### config.mk
export PLATFORM = sky130hd
export DESIGN_NAME = gfa_ctrl
export DESIGN_NICKNAME = d
export VERILOG_FILES = /design/src/design/gfa_pkg.sv /design/src/design/gfa_ctrl.sv
export SDC_FILE = /design/constraint.sdc
export NUM_CORES = 1
export LEC_CHECK = 0
export ABC_AREA = 0
export BUFFER_PORTS_ARGS = -buffer_cell sky130_fd_sc_hd__buf_2
export CORE_MARGIN = 1.5
export CORE_UTILIZATION = 45
export CTS_BUF_LIST = sky130_fd_sc_hd__clkbuf_8
export DETAILED_ROUTE_END_ITERATION = 7
export PLACE_DENSITY = 0.75
export SYNTH_ARGS = -nofsm -noshare
export SYNTH_HDL_FRONTEND = slang
export SYNTH_SLANG_ARGS = --single-unit
### constraint.sdc
create_clock -name i_clk -period 2.6 [get_ports i_clk]
set_clock_uncertainty 0.05 [all_clocks]
set_input_delay 0.13 -clock i_clk [delete_from_list [all_inputs] [get_ports i_clk]]
set_output_delay 0.13 -clock i_clk [all_outputs]
set_load 0.1 [all_outputs]
### src/design/gfa_pkg.sv
`default_nettype none
// ----------------------------------------------------------------------------
// gfa_pkg: shared types and constants for the Goldilocks field ALU
// Holds the field prime, operation codes and the controller/datapath command
// and status structures.
// ----------------------------------------------------------------------------
package gfa_pkg;

    localparam int unsigned OpW = 3;
    localparam int unsigned WordW = 64;
    localparam int unsigned ExpCntW = 7;
    localparam logic [WordW-1:0] FieldP = 64'hFFFF_FFFF_0000_0001;
    localparam logic [WordW-1:0] FoldEps = 64'h0000_0000_FFFF_FFFF;
    localparam logic [WordW-1:0] InvExp = 64'hFFFF_FFFE_FFFF_FFFF;

    typedef enum logic [OpW-1:0] {
        OP_ADD = 3'd0,
        OP_SUB = 3'd1,
        OP_MUL = 3'd2,
        OP_NEG = 3'd3,
        OP_POW = 3'd4,
        OP_INV = 3'd5,
        OP_RS6 = 3'd6,
        OP_RS7 = 3'd7
    } t_op;

    // Multiplier operand selection.
    typedef enum logic [1:0] {
        MS_AB  = 2'd0,   // a * b
        MS_AP  = 2'd1,   // acc * base
        MS_SQ  = 2'd2    // base * base
    } t_msel;

    typedef struct packed {
        logic  load;      // capture request operands
        logic  simple;    // compute add/sub/neg/zero result, or 1 for power, into acc; load base and exponent
        logic  mul_go;    // launch one multiplication
        t_msel msel;
        logic  wr_acc;    // write finished product to acc
        logic  wr_base;   // write finished product to base
        logic  shift_e;   // shift exponent right by one
    } t_cmd;

    typedef struct packed {
        logic mul_done;
        logic e_bit;
    } t_sts;

    function automatic logic [WordW-1:0] canon(input logic [WordW-1:0] x);
        return (x >= FieldP) ? (x - FieldP) : x;
    endfunction

endpackage
`default_nettype wire

### src/design/gfa_ctrl.sv
`default_nettype none
// ----------------------------------------------------------------------------
// gfa_ctrl: request sequencer for the Goldilocks field ALU
// Walks square-and-multiply over 64 exponent bits and handles the handshake.
// ----------------------------------------------------------------------------
module gfa_ctrl (
    input  wire logic                    i_clk,
    input  wire logic                    i_rst_n,
    input  wire logic                    i_in_valid,
    output logic                         o_in_ready,
    input  wire logic [gfa_pkg::OpW-1:0] i_op,
    output logic [gfa_pkg::OpW-1:0]      o_op,
    output gfa_pkg::t_cmd                o_cmd,
    input  wire gfa_pkg::t_sts           i_sts,
    output logic                         o_out_valid,
    input  wire logic                    i_out_ready
);
    typedef enum logic [2:0] {
        S_IDLE, S_PREP, S_MULAB, S_BIT, S_MULAP, S_SQ, S_OUT
    } t_state;

    t_state r_state;
    logic [gfa_pkg::OpW-1:0] r_op;
    logic [gfa_pkg::ExpCntW-1:0] r_cnt;
    logic r_out_valid, r_wait;

    assign o_op        = r_op;
    assign o_out_valid = r_out_valid;
    assign o_in_ready  = (r_state == S_IDLE) && !r_out_valid;

    always_comb begin
        o_cmd = '0;
        o_cmd.load = i_in_valid && o_in_ready;
        unique case (r_state)
            S_PREP: o_cmd.simple = 1'b1;
            S_MULAB: begin
                o_cmd.msel   = gfa_pkg::MS_AB;
                o_cmd.mul_go = !r_wait;
                o_cmd.wr_acc = i_sts.mul_done;
            end
            S_BIT: o_cmd.msel = gfa_pkg::MS_AB;
            S_MULAP: begin
                o_cmd.msel   = gfa_pkg::MS_AP;
                o_cmd.mul_go = !r_wait;
                o_cmd.wr_acc = i_sts.mul_done;
            end
            S_SQ: begin
                o_cmd.msel    = gfa_pkg::MS_SQ;
                o_cmd.mul_go  = !r_wait;
                o_cmd.wr_base = i_sts.mul_done;
                o_cmd.shift_e = i_sts.mul_done;
            end
            default: ;
        endcase
    end

    always_ff @(posedge i_clk) begin
        if (!i_rst_n) begin
            r_state     <= S_IDLE;
            r_out_valid <= 1'b0;
            r_wait      <= 1'b0;
            r_cnt       <= '0;
            r_op        <= '0;
        end else begin
            if (r_out_valid && i_out_ready) begin
                r_out_valid <= 1'b0;
            end
            unique case (r_state)
                S_IDLE: begin
                    if (i_in_valid && o_in_ready) begin
                        r_op    <= i_op;
                        r_state <= S_PREP;
                    end
                end
                S_PREP: begin
                    r_cnt <= '0;
                    priority if (gfa_pkg::t_op'(r_op) == gfa_pkg::OP_MUL) begin
                        r_state <= S_MULAB;
                    end else if (gfa_pkg::t_op'(r_op) == gfa_pkg::OP_POW ||
                                 gfa_pkg::t_op'(r_op) == gfa_pkg::OP_INV) begin
                        r_state <= S_BIT;
                    end else begin
                        r_state <= S_OUT;
                    end
                end
                S_MULAB: begin
                    r_wait <= !i_sts.mul_done;
                    if (i_sts.mul_done) begin
                        r_state <= S_OUT;
                    end
                end
                S_BIT: begin
                    priority if (r_cnt[gfa_pkg::ExpCntW-1]) begin
                        r_state <= S_OUT;
                    end else if (i_sts.e_bit) begin
                        r_state <= S_MULAP;
                    end else begin
                        r_state <= S_SQ;
                    end
                end
                S_MULAP: begin
                    r_wait <= !i_sts.mul_done;
                    if (i_sts.mul_done) begin
                        r_state <= S_SQ;
                    end
                end
                S_SQ: begin
                    r_wait <= !i_sts.mul_done;
                    if (i_sts.mul_done) begin
                        r_cnt   <= r_cnt + 1'b1;
                        r_state <= S_BIT;
                    end
                end
                default: begin
                    r_out_valid <= 1'b1;
                    r_state     <= S_IDLE;
                end
            endcase
        end
    end

    property p_no_accept_busy;
        @(posedge i_clk) disable iff (!i_rst_n) (r_state != S_IDLE) |-> !o_in_ready;
    endproperty
    assert property (p_no_accept_busy) else $error("ready while busy");

    property p_one_write;
        @(posedge i_clk) disable iff (!i_rst_n) !(o_cmd.wr_acc && o_cmd.wr_base);
    endproperty
    assert property (p_one_write) else $error("acc and base written together");

    property p_done_in_mul;
        @(posedge i_clk) disable iff (!i_rst_n)
            i_sts.mul_done |-> (r_state == S_MULAB || r_state == S_MULAP || r_state == S_SQ);
    endproperty
    assert property (p_done_in_mul) else $error("product finished outside a multiply step");
endmodule
`default_nettype wire
==> flow_summary.yaml <==
status:
  status: "completed"
placed_design:
  portBuffers: 21
  gp_congestion: 0.7385
  pre_cts_ws_ns: 0.8565
  dp.final_hpwl_microns: 1206
floorplan:
  row_count: 15
  die-area_sq_um: 2261
  start_util_pct: 49.58
  die_x_microns: 47.56
  ios: 22
  die_h_microns: 47.56
  core_sq_um: 1802
drt:
  vias: 750
  drc: 0
  wl_per_cell_microns: 11.25
  drt_first_pass_iters: 2
  wl_microns: 1631
  drt-initial-drc-count: 10
  routed_via_density: 5.172
  ant_nets: 0
synthesis:
  synth_top_area_share_pct: 33.61
  ys_warn_count: 0
  synth_flop_cell: "dfxtp_1"
  yosys-top-cells-area: "dfxtp_1 (34%), nor2b_1 (4.9%), nand2_1 (4.2%)"
  syn_area_per_cell_sq_um: 8.845
  synthArstFlopShare_pct: 0
  synth_area_sq_um: 893.4
  synth_cell_type_count: 44
  synth.largest_area_cell: "dfxtp_1"
  ys_ff_latch: 15
  syn_nets: 111
  yosysSeqAreaShare_pct: 33.61
  synth-edff-count: 0
  syn_inst: 101
final_layout:
  seqCellArea_sq_um: 301.5
  area_delta_synth_final_pct: 15.83
  multi_input_area_sq_um: 531.8
  post_route_cells_drive_above_1_share_pct: 30.00
  final_nets: 131
  final_common_cell: "buf_2"
  fillerInstances: 177
  layout_common_cells: "buf_2 (21), dfxtp_1 (14), nand2_1 (10)"
  n_antenna_cell: 0
  final_util_pct: 57.43
clocking:
  clock_path_buffers: 2
  clk_pin_slew_ns: 0.06
  clk_latency_ns: 0.25
  cts_tree: "built"
  clock-root-buffer: "clkbuf_8"
  cts_made_buffers: 3
  cts-resized-gates: 0
  cts_hold_buf: 0
  htreeDepth: 1
  postCtsSetupBuffers: 0
  clock_sinks: 15
timing:
  fin_crit_sh_pct: 77.78
  slew_headroom_pct: 56.79
  fin_crit_ns: 2.022
  final_hold_viol_count: 0
  setup_viol: 0
  tightestPinTransition_ns: 0.6472
  rsz0062_at_grt: "no"
  fmax_mhz: 494.5
  tns_ns: 0
  fin_ws_ns: 0.5778
  drv_slew: 0
job:
  drv_cap: 0
grt:
  grt_pass1_vias: 680
  grt_pass1_wl_microns: 2746
  grt-ovfl-total: 0
  grt_max_degree: 18
  grt_antenna_before_repair: 0
  grt_use_total_pct: 17.50
critical_path:
  cpMaxStageDelayCell: "dfxtp_1"
  start_kind: "register"
  path_class: "register to primary output"
  cpMostUsedCell: "nor2_1"
  cpPeakStageDelay_ns: 0.73
  crit_required_ns: 2.42
  crit_path_end_kind: "primary output"
  startpoint: "r_state[1]"
  cp_cell_sequence: "nor3b_1, nor2_1, nor2_1, buf_2"
  cp.arrival_ns: 1.84
  cp_max_fo: 17
  r2r-start: "r_state[2]"
worst_hold_path:
  hp-class: "primary input to register"
  worstHoldStart: "i_op[0]"
critical path, delay by kind of cell, from the launching register on:
kind          cells  cell delay (ns)
buf+inv           1             0.42
simple gates      3             0.43
flops             1             0.73
routing by layer:
metal	vias up	wire length, microns	track usage, %
met2	16	717	26.22
met5	-	0	0
li1	395	-	-
met1	335	814	22.88
met3	4	69	4.528
met4	0	31	9.730
through the flow:
step,instance area (sq um),hold slack (ns),std cells
final,1035,0.05811,145
after global routing,1035,0.07350,145
after CTS,1035,0.05724,145
after detailed placement,988.4,0.3246,141
after global placement,988.4,0.3203,141
after floorplan,902.1,0.2149,101
cell usage after synthesis, types with 2 or more instances:
master,n
nand4_1,2
o21ai_0,5
nor2_1,4
a21boi_1,4
a21oi_1,5
nand2b_1,4
nor2b_1,7
and3_1,2
buf_6,3
mux2i_1,2
dfxtp_1,15
nor3b_1,3
inv_1,2
nand2_1,10
and2_1,4
cell type report:
type                    instances  area share [%]
clock inverters                 1          0.4837
clock buffers                   3           3.990
multi-input cells              76           51.39
well taps                      25           3.023
flip-flops and latches         15           29.14
repair buffers                 21           10.16
inverters                       4           1.814
registers in the layout, indices dropped and copies added (netlist names):
register and count:
r_cnt 7, o_op 3, r_state 3, o_out_valid 1
r_wait 1
cells by family after synthesis:
| group | count (synthesis) | share of synthesized area (%) |
|---|---|---|
| and+or+nand+nor | 47 | 35.15 |
| AOI/OAI and AO/OA | 24 | 17.93 |
| DFF | 15 | 33.61 |
| buffers and inverters | 10 | 7.421 |
| muxes | 3 | 3.501 |
| xor gates and xnor gates | 1 | 0.9806 |
| adders and majority gates | 1 | 1.400 |
final timing paths:
kind	to	slack, ns	depth (start not counted)
worst max register to register	r_cnt[5]	0.90	6
worst min-delay path	o_op[0]	0.06	3
worst max-delay path	o_cmd[5]	0.58	4
worst min register to register	o_op[0]	0.42	2
Power is left out: the tool's default activity adds up to more than one toggle a clock period on the data nets, which glitch-free logic cannot reach.
